--- src/bmirq_pkg.sv ---
`timescale 1ns / 1ps
// Shared types and constants of the bank mapper with scanline interrupt.
// No dependencies; every other file imports this package.
package bmirq_pkg;

	localparam int unsigned PATTERN_SLOTS = 8;
	localparam int unsigned SLOT_W = $clog2(PATTERN_SLOTS);

	localparam int unsigned CMD_W = 2;
	localparam int unsigned ADDR_W = 16;
	localparam int unsigned DATA_W = 8;
	localparam int unsigned MAP_W = 22;
	localparam int unsigned TICK_W = 10;
	localparam int unsigned COUNT_W = 16;
	localparam int unsigned CFG_IDX_W = 2;
	localparam int unsigned CFG_DATA_W = 10;

	typedef enum logic [CMD_W-1:0] {
		CMD_WRITE    = 2'd0,
		CMD_TICK     = 2'd1,
		CMD_CPU_READ = 2'd2,
		CMD_PPU_READ = 2'd3
	} cmd_t;

	// Write port numbers above the pattern pages
	localparam logic [3:0] PORT_PRG_BANK = 4'd8;
	localparam logic [3:0] PORT_MIRROR   = 4'd9;
	localparam logic [3:0] PORT_IRQ_CTRL = 4'd10;
	localparam logic [3:0] PORT_LATCH_LO = 4'd11;
	localparam logic [3:0] PORT_LATCH_HI = 4'd12;

	// Configuration register indexes
	localparam logic [CFG_IDX_W-1:0] CFG_TICK_AMOUNT = 2'd0;
	localparam logic [CFG_IDX_W-1:0] CFG_LAST_PRG    = 2'd1;
	localparam logic [CFG_IDX_W-1:0] CFG_PATTERN_ROM = 2'd2;

	localparam logic [TICK_W-1:0] TICK_AMOUNT_RST = 10'd114;
	localparam logic [DATA_W-1:0] LAST_PRG_RST = 8'd7;

	typedef struct packed {
		logic              fire;
		cmd_t              command;
		logic [ADDR_W-1:0] address;
		logic [DATA_W-1:0] value;
	} item_t;

	typedef struct packed {
		logic [PATTERN_SLOTS-1:0][DATA_W-1:0] pattern_page;
		logic [DATA_W-1:0]                    program_bank;
		logic [DATA_W-1:0]                    last_prg_bank;
		logic                                 pattern_rom_present;
	} bank_view_t;

	typedef struct packed {
		logic       irq_line;
		logic [1:0] mirroring;
	} status_t;

endpackage

--- src/bmirq_if.sv ---
`timescale 1ns / 1ps
// Handshake channels of the bank mapper: input items, result items and
// configuration writes. Depends on bmirq_pkg for field widths.
interface bmirq_req_if;
	import bmirq_pkg::*;
	logic              valid;
	logic              ready;
	logic [CMD_W-1:0]  command;
	logic [ADDR_W-1:0] address;
	logic [DATA_W-1:0] value;
	modport source (output valid, output command, output address, output value, input ready);
	modport sink (input valid, input command, input address, input value, output ready);
endinterface

interface bmirq_rsp_if;
	import bmirq_pkg::*;
	logic             valid;
	logic             ready;
	logic             irq_line;
	logic [1:0]       mirroring;
	logic             mapped_valid;
	logic [MAP_W-1:0] mapped_address;
	modport source (output valid, output irq_line, output mirroring, output mapped_valid,
		output mapped_address, input ready);
	modport sink (input valid, input irq_line, input mirroring, input mapped_valid,
		input mapped_address, output ready);
endinterface

interface bmirq_cfg_if;
	import bmirq_pkg::*;
	logic                  valid;
	logic                  ready;
	logic [CFG_IDX_W-1:0]  index;
	logic [CFG_DATA_W-1:0] data;
	modport source (output valid, output index, output data, input ready);
	modport sink (input valid, input index, input data, output ready);
endinterface

--- src/bank_mapper_with_scanline_irq.sv ---
`timescale 1ns / 1ps
// Bank mapper with scanline interrupt counter: one result item per input
// item, one item per cycle sustained while the output is not stalled. An
// accepted item sits in an input register while the mapper state updates
// and the result is computed, then waits in the output register. The rate
// is set by the single state update per cycle in the input stage.
// Configuration writes are taken at any time and take effect once they are
// registered. Depends on bmirq_pkg, the bmirq interfaces,
// bmirq_regs and bmirq_xlate.
module bank_mapper_with_scanline_irq (
	input  logic      clk,
	input  logic      arst_n,
	bmirq_req_if.sink req,
	bmirq_rsp_if.source rsp,
	bmirq_cfg_if.sink cfg
);
	import bmirq_pkg::*;

	logic              valid_s1;
	cmd_t              command_s1;
	logic [ADDR_W-1:0] address_s1;
	logic [DATA_W-1:0] value_s1;
	logic              out_valid_q;
	logic              advance;
	item_t             item;
	bank_view_t        view;
	status_t           status_next;
	logic              mapped_valid;
	logic [MAP_W-1:0]  mapped_address;

	assign advance = valid_s1 && (!out_valid_q || rsp.ready);
	assign req.ready = !valid_s1 || advance;

	assign item.fire = advance;
	assign item.command = command_s1;
	assign item.address = address_s1;
	assign item.value = value_s1;

	bmirq_regs u_regs (
		.clk         (clk),
		.arst_n      (arst_n),
		.item        (item),
		.cfg         (cfg),
		.view        (view),
		.status_next (status_next)
	);

	bmirq_xlate u_xlate (
		.item           (item),
		.view           (view),
		.mapped_valid   (mapped_valid),
		.mapped_address (mapped_address)
	);

	always_ff @(posedge clk or negedge arst_n) begin
		if (!arst_n) begin
			valid_s1 <= 1'b0;
			out_valid_q <= 1'b0;
		end else begin
			if (req.ready) begin
				valid_s1 <= req.valid;
			end
			if (advance) begin
				out_valid_q <= 1'b1;
			end else if (rsp.ready) begin
				out_valid_q <= 1'b0;
			end
		end
	end

	// payload registers
	always_ff @(posedge clk) begin
		if (req.ready && req.valid) begin
			command_s1 <= cmd_t'(req.command);
			address_s1 <= req.address;
			value_s1 <= req.value;
		end
		if (advance) begin
			rsp.irq_line <= status_next.irq_line;
			rsp.mirroring <= status_next.mirroring;
			rsp.mapped_valid <= mapped_valid;
			rsp.mapped_address <= mapped_address;
		end
	end

	assign rsp.valid = out_valid_q;

endmodule

--- src/bmirq_regs.sv ---
`timescale 1ns / 1ps
// Bank, mirroring and interrupt counter registers plus configuration.
// Depends on bmirq_pkg and bmirq_cfg_if.
module bmirq_regs (
	input  logic                  clk,
	input  logic                  arst_n,
	input  bmirq_pkg::item_t      item,
	bmirq_cfg_if.sink             cfg,
	output bmirq_pkg::bank_view_t view,
	output bmirq_pkg::status_t    status_next
);
	import bmirq_pkg::*;

	logic [PATTERN_SLOTS-1:0][DATA_W-1:0] page_q, page_d;
	logic [DATA_W-1:0]  prg_q, prg_d;
	logic [1:0]         mirror_q, mirror_d;
	logic [COUNT_W-1:0] latch_q, latch_d;
	logic [COUNT_W-1:0] count_q, count_d;
	logic               enabled_q, enabled_d;
	logic               raised_q, raised_d;
	logic [TICK_W-1:0]  tick_amount_q;
	logic [DATA_W-1:0]  last_prg_q;
	logic               pattern_rom_q;
	logic [3:0]         port;
	logic [COUNT_W-1:0] tick_ext;

	assign cfg.ready = 1'b1;
	assign port = item.address[3:0];
	assign tick_ext = {{(COUNT_W-TICK_W){1'b0}}, tick_amount_q};

	always_comb begin
		page_d = page_q;
		prg_d = prg_q;
		mirror_d = mirror_q;
		latch_d = latch_q;
		count_d = count_q;
		enabled_d = enabled_q;
		raised_d = raised_q;
		if (item.fire) begin
			case (item.command)
				CMD_WRITE: begin
					if (!port[3]) begin
						page_d[port[SLOT_W-1:0]] = item.value;
					end else begin
						case (port)
							PORT_PRG_BANK: prg_d = item.value;
							PORT_MIRROR:   mirror_d = item.value[1:0];
							PORT_IRQ_CTRL: begin
								raised_d = 1'b0;
								enabled_d = item.value[0];
								count_d = latch_q;
							end
							PORT_LATCH_LO: latch_d[7:0] = item.value;
							PORT_LATCH_HI: latch_d[15:8] = item.value;
							default: ;
						endcase
					end
				end
				CMD_TICK: begin
					if (enabled_q) begin
						// saturate at zero and raise the line
						if (count_q <= tick_ext) begin
							count_d = '0;
							enabled_d = 1'b0;
							raised_d = 1'b1;
						end else begin
							count_d = count_q - tick_ext;
						end
					end
				end
				default: ;
			endcase
		end
	end

	always_ff @(posedge clk or negedge arst_n) begin
		if (!arst_n) begin
			for (int i = 0; i < PATTERN_SLOTS; i++) begin
				page_q[i] <= DATA_W'(i);
			end
			prg_q <= '0;
			mirror_q <= '0;
			latch_q <= '0;
			count_q <= '0;
			enabled_q <= 1'b0;
			raised_q <= 1'b0;
			tick_amount_q <= TICK_AMOUNT_RST;
			last_prg_q <= LAST_PRG_RST;
			pattern_rom_q <= 1'b1;
		end else begin
			page_q <= page_d;
			prg_q <= prg_d;
			mirror_q <= mirror_d;
			latch_q <= latch_d;
			count_q <= count_d;
			enabled_q <= enabled_d;
			raised_q <= raised_d;
			if (cfg.valid) begin
				case (cfg.index)
					CFG_TICK_AMOUNT: tick_amount_q <= cfg.data;
					CFG_LAST_PRG:    last_prg_q <= cfg.data[DATA_W-1:0];
					CFG_PATTERN_ROM: pattern_rom_q <= cfg.data[0];
					default: ;
				endcase
			end
		end
	end

	assign view.pattern_page = page_q;
	assign view.program_bank = prg_q;
	assign view.last_prg_bank = last_prg_q;
	assign view.pattern_rom_present = pattern_rom_q;
	assign status_next.irq_line = raised_d;
	assign status_next.mirroring = mirror_d;

endmodule

--- src/bmirq_xlate.sv ---
`timescale 1ns / 1ps
// Address translation of CPU and PPU bus accesses through the current banks.
// Depends on bmirq_pkg.
module bmirq_xlate (
	input  bmirq_pkg::item_t            item,
	input  bmirq_pkg::bank_view_t       view,
	output logic                        mapped_valid,
	output logic [bmirq_pkg::MAP_W-1:0] mapped_address
);
	import bmirq_pkg::*;

	logic [DATA_W-1:0] cpu_bank;
	logic [DATA_W-1:0] ppu_page;

	assign cpu_bank = item.address[14] ? view.last_prg_bank : view.program_bank;
	assign ppu_page = view.pattern_page[item.address[10 +: SLOT_W]];

	always_comb begin
		mapped_valid = 1'b0;
		mapped_address = '0;
		case (item.command)
			CMD_CPU_READ: begin
				if (item.address[15]) begin
					mapped_valid = 1'b1;
					mapped_address = {cpu_bank, item.address[13:0]};
				end
			end
			CMD_PPU_READ: begin
				if (item.address[15:13] == 3'b000 && view.pattern_rom_present) begin
					mapped_valid = 1'b1;
					mapped_address = MAP_W'({ppu_page, item.address[9:0]});
				end
			end
			default: ;
		endcase
	end

endmodule
--- src/flat_wrapper.sv ---
// flat-port wrapper written by rule: the top's interface ports become plain ports
module bank_mapper_with_scanline_irq_flat import bmirq_pkg::*;
  (clk, arst_n, req_valid, req_command, req_address, req_value, req_ready, rsp_valid, rsp_irq_line, rsp_mirroring, rsp_mapped_valid, rsp_mapped_address, rsp_ready, cfg_valid, cfg_index, cfg_data, cfg_ready);
  bmirq_req_if req_i ();
  bmirq_rsp_if rsp_i ();
  bmirq_cfg_if cfg_i ();
  input  logic clk;
  input  logic arst_n;
  input wire logic [$bits(req_i.valid)-1:0] req_valid;
  input wire logic [$bits(req_i.command)-1:0] req_command;
  input wire logic [$bits(req_i.address)-1:0] req_address;
  input wire logic [$bits(req_i.value)-1:0] req_value;
  output wire logic [$bits(req_i.ready)-1:0] req_ready;
  output wire logic [$bits(rsp_i.valid)-1:0] rsp_valid;
  output wire logic [$bits(rsp_i.irq_line)-1:0] rsp_irq_line;
  output wire logic [$bits(rsp_i.mirroring)-1:0] rsp_mirroring;
  output wire logic [$bits(rsp_i.mapped_valid)-1:0] rsp_mapped_valid;
  output wire logic [$bits(rsp_i.mapped_address)-1:0] rsp_mapped_address;
  input wire logic [$bits(rsp_i.ready)-1:0] rsp_ready;
  input wire logic [$bits(cfg_i.valid)-1:0] cfg_valid;
  input wire logic [$bits(cfg_i.index)-1:0] cfg_index;
  input wire logic [$bits(cfg_i.data)-1:0] cfg_data;
  output wire logic [$bits(cfg_i.ready)-1:0] cfg_ready;
  assign req_i.valid = req_valid;
  assign req_i.command = req_command;
  assign req_i.address = req_address;
  assign req_i.value = req_value;
  assign req_ready = req_i.ready;
  assign rsp_valid = rsp_i.valid;
  assign rsp_irq_line = rsp_i.irq_line;
  assign rsp_mirroring = rsp_i.mirroring;
  assign rsp_mapped_valid = rsp_i.mapped_valid;
  assign rsp_mapped_address = rsp_i.mapped_address;
  assign rsp_i.ready = rsp_ready;
  assign cfg_i.valid = cfg_valid;
  assign cfg_i.index = cfg_index;
  assign cfg_i.data = cfg_data;
  assign cfg_ready = cfg_i.ready;
  bank_mapper_with_scanline_irq u_core (.clk(clk), .arst_n(arst_n), .req(req_i), .rsp(rsp_i), .cfg(cfg_i));
endmodule
--- config.mk ---
export PLATFORM = sky130hd
export DESIGN_NAME = bank_mapper_with_scanline_irq_flat
export DESIGN_NICKNAME = d
export VERILOG_FILES = /design/src/bmirq_pkg.sv /design/src/bmirq_if.sv /design/src/bank_mapper_with_scanline_irq.sv /design/src/bmirq_regs.sv /design/src/bmirq_xlate.sv /design/src/flat_wrapper.sv
export SDC_FILE = /design/constraint.sdc
export NUM_CORES = 1
export LEC_CHECK = 0
export BUFFER_PORTS_ARGS = -buffer_cell sky130_fd_sc_hd__buf_2
export CELL_PAD_IN_SITES_DETAIL_PLACEMENT = 1
export CELL_PAD_IN_SITES_GLOBAL_PLACEMENT = 1
export CORE_MARGIN = 10
export CORE_UTILIZATION = 25
export DETAILED_ROUTE_END_ITERATION = 12
export PLACE_DENSITY_LB_ADDON = 0.15
export SETUP_SLACK_MARGIN = 0.2
export SYNTH_ARGS = -nofsm -noshare
export SYNTH_HDL_FRONTEND = slang
export SYNTH_SLANG_ARGS = --single-unit
--- constraint.sdc ---
create_clock -name clk -period 2.62 [get_ports clk]
set_input_delay 0.262 -clock clk [delete_from_list [all_inputs] [get_ports clk]]
set_output_delay 0.262 -clock clk [all_outputs]
set_load 0.02 [all_outputs]
After elaboration in Yosys (flattened, before gate mapping)
Index checks and enable logic that the tools add are counted.
{"block": "totals", "reg_bits": 181, "input_bits": 43, "out_inout_bits": 29}
{"block": "classes", "addsub": 1, "n_lt_le_gt_ge": 4, "n_eq_ne": 13, "mux": 34, "n_bitwise": 1, "n_reduce_logical": 22}
{"op": "64-bit bitwise mux", "count": 1}
{"op": "16-bit two-way mux", "count": 4}
{"op": "22-bit case mux with 2 select lines", "count": 1}
{"op": "16-bit case mux with 2 select lines", "count": 1}
{"op": "8-bit binary-select mux with 3-bit select", "count": 1}
{"op": "8-bit demux with 3-bit select", "count": 1}
{"op": "8-bit two-way mux", "count": 3}
{"op": "22-bit two-way mux", "count": 1}
{"op": "4-bit == test (second input constant)", "count": 5}
{"op": "18-bit two-way mux", "count": 1}
{"op": "16-bit by 10-bit <= comparator with 1-bit output", "count": 1}
{"op": "4-bit AND reduction", "count": 4}
{"op": "16-bit by 10-bit subtractor with 16-bit output", "count": 1}
{"op": "1-bit two-way mux", "count": 13}
{"op": "3-bit by 4-bit less-than comparator with 1-bit output (second input constant)", "count": 2}
{"op": "2-bit two-way mux", "count": 4}
{"op": "2-bit == test (second input constant)", "count": 3}
{"op": "1-bit case mux with 2 select lines", "count": 3}
{"op": "2-bit AND reduction", "count": 3}
{"op": "5-bit AND reduction", "count": 1}
{"op": "2-bit by 1-bit == test with 1-bit output (second input constant)", "count": 2}
{"op": "1-bit logical AND", "count": 4}
{"op": "2-bit zero test", "count": 2}
{"op": "2-bit by 1-bit != test with 1-bit output (second input constant)", "count": 2}
{"op": "8 further kinds", "count": 11}

Logic depth before layout (Yosys ltp)
Gate-level depths: netlist (run 1).
{"block": "depth", "depth_word": 5, "ltp_mapped": 11, "ltp_nobuf": 10}

Modules after synthesis
Synthesis (run 1) repeated with hierarchy kept, for this count alone.
{"block": "unflattened", "cells_unflattened": 623, "area_unflattened_um2": 8316.7}
{"mod": "bmirq_regs", "n_inst": 1, "cells_per_inst": 459, "area_per_inst_um2": 5739.3, "seq_area_each_um2": 3203.1}
{"mod": "bank_mapper_with_scanline_irq", "n_inst": 1, "cells_per_inst": 60, "area_per_inst_um2": 1665.3, "seq_area_each_um2": 1611.5}
{"mod": "bmirq_xlate", "n_inst": 1, "cells_per_inst": 104, "area_per_inst_um2": 912.1, "seq_area_each_um2": 0.0}

Worst setup path before layout (run 1)
Ideal clock, no wire load.
{"block": "synth_timing", "kind": "flip-flop to flip-flop", "from": "register u_core.u_regs.count_q[0]", "to": "register u_core.rsp.irq_line, data pin", "t_arrival_ns": 2.257, "required_ns": 2.426, "path_slack_ns": 0.170, "path_stages_with_launch": 10, "n_path_buf": 0, "synth_period_minus_slack_ns": 2.450, "path_cell_list": "dfrtp_1 inv_1 ha_1 inv_1 fa_1 a211oi_1 o211ai_1 a21oi_1 o21ai_0 o32ai_1"}
{"element": "start: declaration", "line": "bmirq_regs.sv:18", "rtl": "logic [COUNT_W-1:0] count_q, count_d;"}
{"element": "start signal: assignment", "line": "bmirq_regs.sv:95", "rtl": "count_q <= count_d;"}
{"element": "end: declaration", "line": "bmirq_if.sv:23", "rtl": "modport source (output valid, output irq_line, output mirroring, output mapped_valid,"}

==> results of run 1 <==
power groups by stage:
stage / clock network (W) / registers [W] / logic (W)
floorplan: 0 / 0.00362 / 0.00149
global placement: 0 / 0.00371 / 0.00212
detailed placement: 0 / 0.00374 / 0.00217
CTS: 0.00272 / 0.00370 / 0.00238
global route: 0.00284 / 0.00376 / 0.00283
finish: 0.00261 / 0.00370 / 0.00258
per-layer routing:
metal	GRT usage [%]	vias to the layer above	routed length, µm
met5	0	-	0
met4	3.25	0	263
met3	2.44	19	684
met2	21.6	63	12600
met1	14.8	2843	10800
li1	-	2481	-
stage by stage:
step / setup TNS (ps) / instances
6_report: 0 / 1191
5_1_grt: 0 / 1191
4_1_cts: 0 / 1181
3_5_place_dp: -121 / 1120
3_3_place_gp: 0 / 1120
2_1_floorplan: 0 / 604
worst max-delay path by stage:
stage | start | endpoint | slack, ps | cells past startpoint
floorplan | u_core.u_regs.count_q[0] | u_core.rsp.irq_line | 170 | 9
global placement | u_core.u_regs.count_q[0] | u_core.u_regs.enabled_q | 40 | 10
detailed placement | u_core.u_regs.count_q[0] | u_core.u_regs.count_q[15] | -40 | 10
finish | u_core.u_regs.count_q[0] | u_core.rsp.irq_line | 200 | 10
CTS | u_core.u_regs.tick_amount_q[6] | u_core.u_regs.count_q[15] | 180 | 8
global route | u_core.u_regs.count_q[0] | u_core.rsp.irq_line | 140 | 10
logic make-up (layout without fill, tap and decap cells):
kind of cell / after synthesis / count (layout) / synth area share [%]
AO/OA/AOI/OAI: 79 / 79 / 6.12
XOR/XNOR: 7 / 7 / 0.748
adder cells (fa/ha/maj): 11 / 11 / 1.77
buffers and inverters: 51 / 196 / 2.62
flip-flops: 181 / 181 / 58.7
multiplexers: 134 / 134 / 20.3
other: 1 / 1 / 0.0457
AND/OR/NAND/NOR: 140 / 140 / 9.64
placed cells by master (no fill, tap or decap), types with 4 or more instances in the layout:
cell type                         n
sky130_fd_sc_hd__inv_6            4
sky130_fd_sc_hd__nor2_1          26
sky130_fd_sc_hd__edfxtp_1        52
sky130_fd_sc_hd__ha_1             5
sky130_fd_sc_hd__clkbuf_16       17
sky130_fd_sc_hd__nand2_1         25
sky130_fd_sc_hd__mux2_2         100
sky130_fd_sc_hd__nor2_4           4
sky130_fd_sc_hd__buf_4           48
sky130_fd_sc_hd__dlygate4sd3_1   24
sky130_fd_sc_hd__buf_2           69
sky130_fd_sc_hd__mux2i_1         18
sky130_fd_sc_hd__nand3b_1         5
sky130_fd_sc_hd__o22ai_1          6
sky130_fd_sc_hd__inv_2            5
sky130_fd_sc_hd__dfrtp_1        109
sky130_fd_sc_hd__buf_12           5
sky130_fd_sc_hd__dfstp_2         20
sky130_fd_sc_hd__nand4_1          4
sky130_fd_sc_hd__a21o_1           4
sky130_fd_sc_hd__nand2b_1         9
sky130_fd_sc_hd__and2_1          10
sky130_fd_sc_hd__o211ai_1         4
sky130_fd_sc_hd__nor3_1           7
sky130_fd_sc_hd__mux4_2          16
sky130_fd_sc_hd__xnor2_1          4
sky130_fd_sc_hd__nand3_1         12
sky130_fd_sc_hd__nor2b_1         12
sky130_fd_sc_hd__a211oi_2         4
sky130_fd_sc_hd__inv_1           13
sky130_fd_sc_hd__a21oi_1         18
sky130_fd_sc_hd__ha_4             4
sky130_fd_sc_hd__o21ai_0         20
Yosys cell counts, drive strengths merged, types with 5 or more instances:
master | number | share of area [%]
ha | 10 | 1.5
and2 | 10 | 0.76
buf | 14 | 0.93
clkbuf | 19 | 0.87
nand2 | 27 | 1.3
mux4 | 16 | 4.4
nand3 | 14 | 0.85
nand3b | 5 | 0.46
nor3 | 10 | 0.81
nand2b | 9 | 0.69
xnor2 | 5 | 0.53
o22ai | 6 | 0.46
dfrtp | 109 | 33
nor2 | 30 | 1.6
mux2i | 18 | 2.2
a21oi | 19 | 1.2
mux2 | 100 | 14
nor2b | 12 | 0.92
inv | 18 | 0.82
dfstp | 20 | 6.4
o21ai | 24 | 1.5
edfxtp | 52 | 19
flip-flops by register name (all words and copies together) (netlist names), 2 cells and up:
register                     flops
u_core.u_regs.tick_amount_q     10
u_core.u_regs.last_prg_q         8
u_core.u_regs.view              64
u_core.rsp.mirroring             2
u_core.value_s1                  8
u_core.u_regs.mirror_q           2
u_core.address_s1               16
u_core.u_regs.latch_q           16
u_core.rsp.mapped_address       22
u_core.u_regs.prg_q              8
u_core.u_regs.count_q           16
u_core.command_s1                2
timing repair:
action,4_1_cts,5_1_grt
pin swaps,11,13
endpoints found under the setup margin,18,35
gates cloned,0,0
endpoints found under the hold margin,54,0
hold buffers,24,0
resized for setup,17,18
buffers inserted,5,10
cell type report:
cell class	count	area, µm²	share of cell area, %
sequential	181	4810	46.3
multi-input combinational	372	3310	31.9
timing repair buffer	146	1050	10.1
tap	442	553	5.32
clock buffer	19	443	4.26
clock inverter	13	158	1.52
inverter	18	67.6	0.650
critical path, delay by kind of cell (launching register included):
family	cells	cell delay, ps
buf+inv	3	300
flops	1	370
compound gates	5	1050
fa+ha+maj	2	480
==> flow_summary.rst, run 1 <==
.. list-table::
   :header-rows: 1

   * - Metric
     - Value
   * - Worst Max-Slew Pin Slew
     - 683 ps
   * - Die area
     - between 40000 and 50000 µm²
   * - Count of vias placed by the detailed router
     - 5406
   * - Synth Net Count
     - around 660
   * - Maximum root-to-sink buffer count
     - 2
   * - Flip-flop cell with the highest count after synthesis
     - sky130_fd_sc_hd__dfrtp_1
   * - Type of origin of the critical path
     - flip-flop
   * - Reg-to-reg critical path startpoint
     - u_core.u_regs.count_q[0]
   * - Synth Warn #
     - 0
   * - Power Dens Cells
     - around 850 nW/µm²
   * - HPWL Detailed
     - 17700 µm
   * - Share of layout cells above drive strength 1
     - 43.9%
   * - Per-cell via count in the routed design
     - 4.54
   * - First-pass detailed-route iteration total
     - 6
   * - Power share of the combinational group
     - between 20% and 30%
   * - Portion of total power attributed to sequential cells
     - a little over two fifths
   * - Layout Area Growth over Synthesis
     - 26.8%
   * - Worst Path Required
     - between 2000 and 3000 ps
   * - Area of placed instances
     - about 9300 µm²
   * - Worst Hold Endpoint
     - u_core.u_regs.tick_amount_q[8]
   * - Via count of the first global-routing pass
     - ~6000
   * - Worst reg2reg path depth
     - 10
   * - Io pins
     - 72
   * - TritonCTS clock tree
     - done
   * - Number of enable flip-flop cells after synthesis
     - 52
   * - Clock network latency to the later pin of the worst-skew pair
     - ~440 ps
   * - Setup WS pre-CTS
     - -42.1 ps
   * - Post-route minimum period
     - ~2400 ps
   * - DRC violation total after the first TritonRoute iteration
     - roughly 190
   * - Classification of the worst-slack hold path
     - primary input to flip-flop
   * - Clock sink total
     - 181
   * - Cell area after layout
     - 10400 µm²
   * - Worst Hold Margin
     - around 37 ps
   * - Buffer type at the clock tree root
     - sky130_fd_sc_hd__clkbuf_16
   * - GRT Util Overall
     - roughly 12%
   * - Setup slack on the worst flop-to-flop path
     - roughly 200 ps
   * - Height of the chip
     - ~200 µm
   * - Clock-pin transition on the worst setup and hold timing paths
     - ~70 ps
   * - Unrepaired setup endpoints after global routing
     - yes
   * - Remaining Overflow, GRT
     - 0
   * - Antenna cells
     - 0
   * - Netlist area before placement
     - between 8000 and 9000 µm²
   * - Element type at the critical path end
     - flip-flop
   * - Hold wc startpoint
     - cfg_data[8]
   * - Arr. time, crit path
     - ~2600 ps
   * - Max transition margin
     - 54.5%
   * - Worst-path cell with the longest stage delay
     - sky130_fd_sc_hd__o32ai_1
   * - Area of the core
     - approximately 32000 µm²
   * - Ys async rst share
     - between 70% and 80%
   * - Psw
     - between 0.002 and 0.003 W
   * - Final standard cell utilization of the core
     - about 32%
   * - Clk network pwr share
     - about 30%
   * - Tcrit/Tclk final
     - just over 90%
   * - DRC
     - 0
   * - Outcome
     - completed
   * - Fillcell total
     - ~3500
   * - Count of different cell masters after synthesis
     - 62
   * - Final Setup Violations
     - 0
   * - Avg Synthesized Cell Area
     - around 14 µm²
   * - LEAKAGE
     - roughly 4.4 nW
   * - Starting density of the core
     - between 20% and 30%
   * - Cell-by-cell trace of the critical path
     - inv_2, ha_4, inv_2, fa_2, a211oi_2, o211ai_1, buf_4, a21oi_2, o21ai_1, o32ai_1
   * - Antenna violations before repair
     - 1
   * - Global-route wire length before repair
     - about 37000 µm
   * - Die Width
     - 201 µm
   * - Sequential fraction of the synthesis area
     - roughly 60%
   * - Number of nets in the finished design
     - 790
   * - Routed wire length
     - 24400 µm
   * - Largest clock skew in the final design
     - 12.4 ps
   * - Clock H-tree levels
     - 4
   * - Floorplan row count
     - 66
   * - Cells after synthesis
     - around 600
   * - Final max-slew violation count
     - 0
   * - Crit Path Class
     - flip-flop to flip-flop
   * - Routed wirelength normalized by instance count
     - 20.4 µm
   * - Peak per-stage delay on the critical path
     - 390 ps
   * - Internal power
     - ~0.0060 W
   * - Final Total Pwr
     - 0.00888 W
   * - Peak Freq
     - 414 MHz
   * - Highest ir drop seen on vdd
     - ~450 µV
   * - Number of clock buffers inserted by TritonCTS
     - 17
   * - Most numerous cell on the critical path
     - sky130_fd_sc_hd__inv_2
   * - Final estimated routing congestion in global placement
     - between 0.7 and 0.8
   * - Reg2Reg Capture Point
     - u_core.rsp.irq_line
   * - Biggest fanout along the worst timing path
     - 3
   * - Antenna-violating nets left
     - 0
   * - Cell count of the worst hold path
     - 3
   * - FF+latch count, synth
     - approximately 180
   * - Max cap viols
     - 0
   * - Sw Ratio
     - between 30% and 40%
   * - Maximum number of pins on one net before global-route repair
     - slightly above 50
   * - Fin worst setup slack
     - 202 ps
   * - Final hold violation count
     - 0
   * - IO buf count
     - 70
Power figures use the tool's default switching activity.
==> inputs of run 2 (changes only) <==
- CELL_PAD_IN_SITES_DETAIL_PLACEMENT: 1 -> 0
- SETUP_SLACK_MARGIN: 0.2 -> unset
- clock period: 2.62 -> 3.02 ns (I/O delays scaled with it)
==> flow_summary.rst, run 2 (synthesized netlist as in run 1, its figures left out) <==
.. list-table::
   :header-rows: 1

   * - Metric
     - Value
   * - Largest clock skew in the final design
     - 11.3 ps (was 12.4 ps)
   * - Buffer type at the clock tree root
     - sky130_fd_sc_hd__clkbuf_16 (unchanged)
   * - TritonCTS clock tree
     - done (unchanged)
   * - Start point of the critical path
     - u_core.u_regs.count_q[0] (unchanged)
   * - Count of vias placed by the detailed router
     - 5128 (was 5406)
   * - Maximum number of pins on one net before global-route repair
     - 46 (was 51)
   * - Worst Setup EP
     - u_core.rsp.irq_line (unchanged)
   * - Final max-slew violation count
     - 0 (unchanged)
   * - HPWL Detailed
     - 16300 µm (was 17700 µm)
   * - Highest-count cells in the layout ignoring fill and taps
     - sky130_fd_sc_hd__dfrtp_1 (109), sky130_fd_sc_hd__mux2_2 (100), sky130_fd_sc_hd__buf_2 (69), sky130_fd_sc_hd__edfxtp_1 (52), sky130_fd_sc_hd__nor2_1 (27) (was sky130_fd_sc_hd__dfrtp_1 (109), sky130_fd_sc_hd__mux2_2 (100), sky130_fd_sc_hd__buf_2 (69), sky130_fd_sc_hd__edfxtp_1 (52), sky130_fd_sc_hd__buf_4 (48))
   * - Worst Hold Margin
     - 35.0 ps (was 36.7 ps)
   * - Peak Freq
     - 366 MHz (was 414 MHz)
   * - DRC violation total after the first TritonRoute iteration
     - 222 (was 191)
   * - Post-route minimum period
     - 2730 ps (was 2420 ps)
   * - Die Width
     - 201 µm (unchanged)
   * - Starting density of the core
     - 25.3% (unchanged)
   * - Clock-pin transition on the worst setup and hold timing paths
     - 80 ps (was 70 ps)
   * - Maximum root-to-sink buffer count
     - 2 (unchanged)
   * - Total Negative Setup Slacks
     - 0 ps (unchanged)
   * - Clock H-tree levels
     - 4 (unchanged)
   * - Tcrit/Tclk final
     - 90.4% (was 92.3%)
   * - Internal power
     - 0.00482 W (was 0.00599 W)
   * - Routed wirelength normalized by instance count
     - 19.9 µm (was 20.4 µm)
   * - Cell area after layout
     - 9780 µm² (was 10400 µm²)
   * - Biggest fanout along the worst timing path
     - 4 (was 3)
   * - Type of origin of the critical path
     - flip-flop (unchanged)
   * - Max cap viols
     - 0 (unchanged)
   * - Final Setup Violations
     - 0 (unchanged)
   * - Crit Path Class
     - flip-flop to flip-flop (unchanged)
   * - Unrepaired setup endpoints after global routing
     - no (was yes)
   * - Final hold violation count
     - 0 (unchanged)
   * - Per-cell via count in the routed design
     - 4.49 (was 4.54)
   * - Classification of the worst-slack hold path
     - primary input to flip-flop (unchanged)
   * - Arr. time, crit path
     - 2950 ps (was 2640 ps)
   * - Area of the core
     - 32500 µm² (unchanged)
   * - Remaining Overflow, GRT
     - 0 (unchanged)
   * - Final estimated routing congestion in global placement
     - 0.769 (was 0.790)
   * - Antenna-violating nets left
     - 0 (unchanged)
   * - IO buf count
     - 70 (unchanged)
   * - Worst Max-Slew Pin Slew
     - 751 ps (was 683 ps)
   * - Share of layout cells above drive strength 1
     - 39.6% (was 43.9%)
   * - Leading cell type in the layout, fill and taps excluded
     - sky130_fd_sc_hd__dfrtp_1 (unchanged)
   * - Floorplan row count
     - 66 (unchanged)
   * - Routed wire length
     - 22700 µm (was 24400 µm)
   * - GRT Util Overall
     - 11.2% (was 12.2%)
   * - Outcome
     - completed (unchanged)
   * - Height of the chip
     - 201 µm (unchanged)
   * - DRC
     - 0 (unchanged)
   * - Number of instances resized during post-cts repair
     - 0 (was 17)
   * - Power share of the combinational group
     - 24.8% (was 29.0%)
   * - DR WL met2
     - 11200 µm (was 12600 µm)
   * - Number of clock buffers inserted by TritonCTS
     - 17 (unchanged)
   * - Max transition margin
     - 49.7% (was 54.5%)
   * - Footprint of the multi-input gates
     - 3170 µm² (was 3310 µm²)
   * - Clock sink total
     - 181 (unchanged)
   * - Power Dens Cells
     - 736 nW/µm² (was 855 nW/µm²)
   * - Io pins
     - 72 (unchanged)
   * - Reg-to-reg critical path startpoint
     - u_core.u_regs.count_q[0] (unchanged)
   * - Worst Path Required
     - 3240 ps (was 2840 ps)
   * - Max FFs per register
     - 64 (unchanged)
   * - Die area
     - 40400 µm² (unchanged)
   * - Worst reg2reg path depth
     - 9 (was 10)
   * - Clk network pwr share
     - 30.9% (was 29.3%)
   * - Antenna violations before repair
     - 0 (was 1)
   * - Via count of the first global-routing pass
     - 5462 (was 6018)
   * - Uppermost metal layer occupied by signal nets
     - met4 (unchanged)
   * - Clock network latency to the later pin of the worst-skew pair
     - 440 ps (about the same)
   * - Sw Ratio
     - 33.0% (was 32.6%)
   * - Psw
     - 0.00237 W (was 0.00290 W)
   * - Portion of total power attributed to sequential cells
     - 44.2% (was 41.7%)
   * - Met1 WL
     - 10600 µm (was 10800 µm)
   * - Global-route wire length before repair
     - 34400 µm (was 37400 µm)
   * - Layout Area Growth over Synthesis
     - 19.3% (was 26.8%)
   * - Highest ir drop seen on vdd
     - 394 µV (was 451 µV)
   * - Setup slack on the worst flop-to-flop path
     - 290 ps (was 200 ps)
   * - Antenna cells
     - 0 (unchanged)
   * - Area taken by flip-flops and latches
     - 4810 µm² (unchanged)
   * - Fillcell total
     - 3270 (was 3472)
   * - First-pass detailed-route iteration total
     - 6 (unchanged)
   * - LEAKAGE
     - 4.14 nW (was 4.40 nW)
   * - Element type at the critical path end
     - flip-flop (unchanged)
   * - Number of nets in the finished design
     - 740 (was 790)
   * - Reg2Reg Capture Point
     - u_core.rsp.irq_line (unchanged)
   * - Met3 wire length
     - 640 µm (was 684 µm)
   * - Area of placed instances
     - 9190 µm² (was 9270 µm²)
run 2: worst min path at each step:
stage	from	endpoint	slack (ps)	cells past startpoint
2_1_floorplan	arst_n	u_core.rsp.valid	6	0
3_3_place_gp	arst_n	u_core.u_regs.last_prg_q[6]	350	1
3_5_place_dp	arst_n	u_core.u_regs.last_prg_q[6]	360	1
4_1_cts	req_value[5]	u_core.value_s1[5]	10	1
5_1_grt	req_value[5]	u_core.value_s1[5]	1	1
6_report	req_value[5]	u_core.value_s1[5]	30	1
run 2: per-stage QoR:
stage          worst slack (ps)  std cells  utilization (%)  power [W]
2_1_floorplan               570        604                -    0.00443
3_3_place_gp                415       1108             28.3    0.00499
3_5_place_dp                344       1108             28.3    0.00501
4_1_cts                     318       1141             30.1    0.00728
5_1_grt                    48.0       1141             30.1    0.00761
6_report                    290       1141             30.1    0.00719
run 2: critical path, stage by stage (launching register included):
cell	delay (ps)
sky130_fd_sc_hd__dfrtp_1	360
sky130_fd_sc_hd__inv_1	70
sky130_fd_sc_hd__ha_1	160
sky130_fd_sc_hd__inv_1	70
sky130_fd_sc_hd__fa_1	480
sky130_fd_sc_hd__a211oi_1	310
sky130_fd_sc_hd__o211ai_1	230
sky130_fd_sc_hd__a21oi_1	270
sky130_fd_sc_hd__o21ai_0	210
sky130_fd_sc_hd__o32ai_1	360
run 2: power groups by stage:
stage / clock network [W] / logic (W) / registers, W
final: 0.00223 / 0.00179 / 0.00318
after CTS: 0.00230 / 0.00180 / 0.00318
after detailed placement: 0 / 0.00178 / 0.00323
after global routing: 0.00241 / 0.00198 / 0.00322
after floorplan: 0 / 0.00129 / 0.00314
after global placement: 0 / 0.00177 / 0.00323
run 2: per-layer routing:
metal	up-vias	GRT usage [%]
met2	64	18.7
met1	2668	14.4
met3	14	2.38
met5	-	0
li1	2382	-
met4	0	3.33
run 2: cell type report:
class	instances	share of cell area, %
clock inverter	15	1.59
multi-input combinational	372	32.5
inverter	18	0.691
clock buffer	17	4.35
sequential	181	49.2
tap	442	5.66
timing repair buffer	96	6.01
run 2: repair_timing:
action / 4_1_cts / 5_1_grt
setup buffers: 0 / 0
setup endpoints to repair: 0 / 0
hold buffers: 1 / 0
endpoints found under the hold margin: 33 / 0
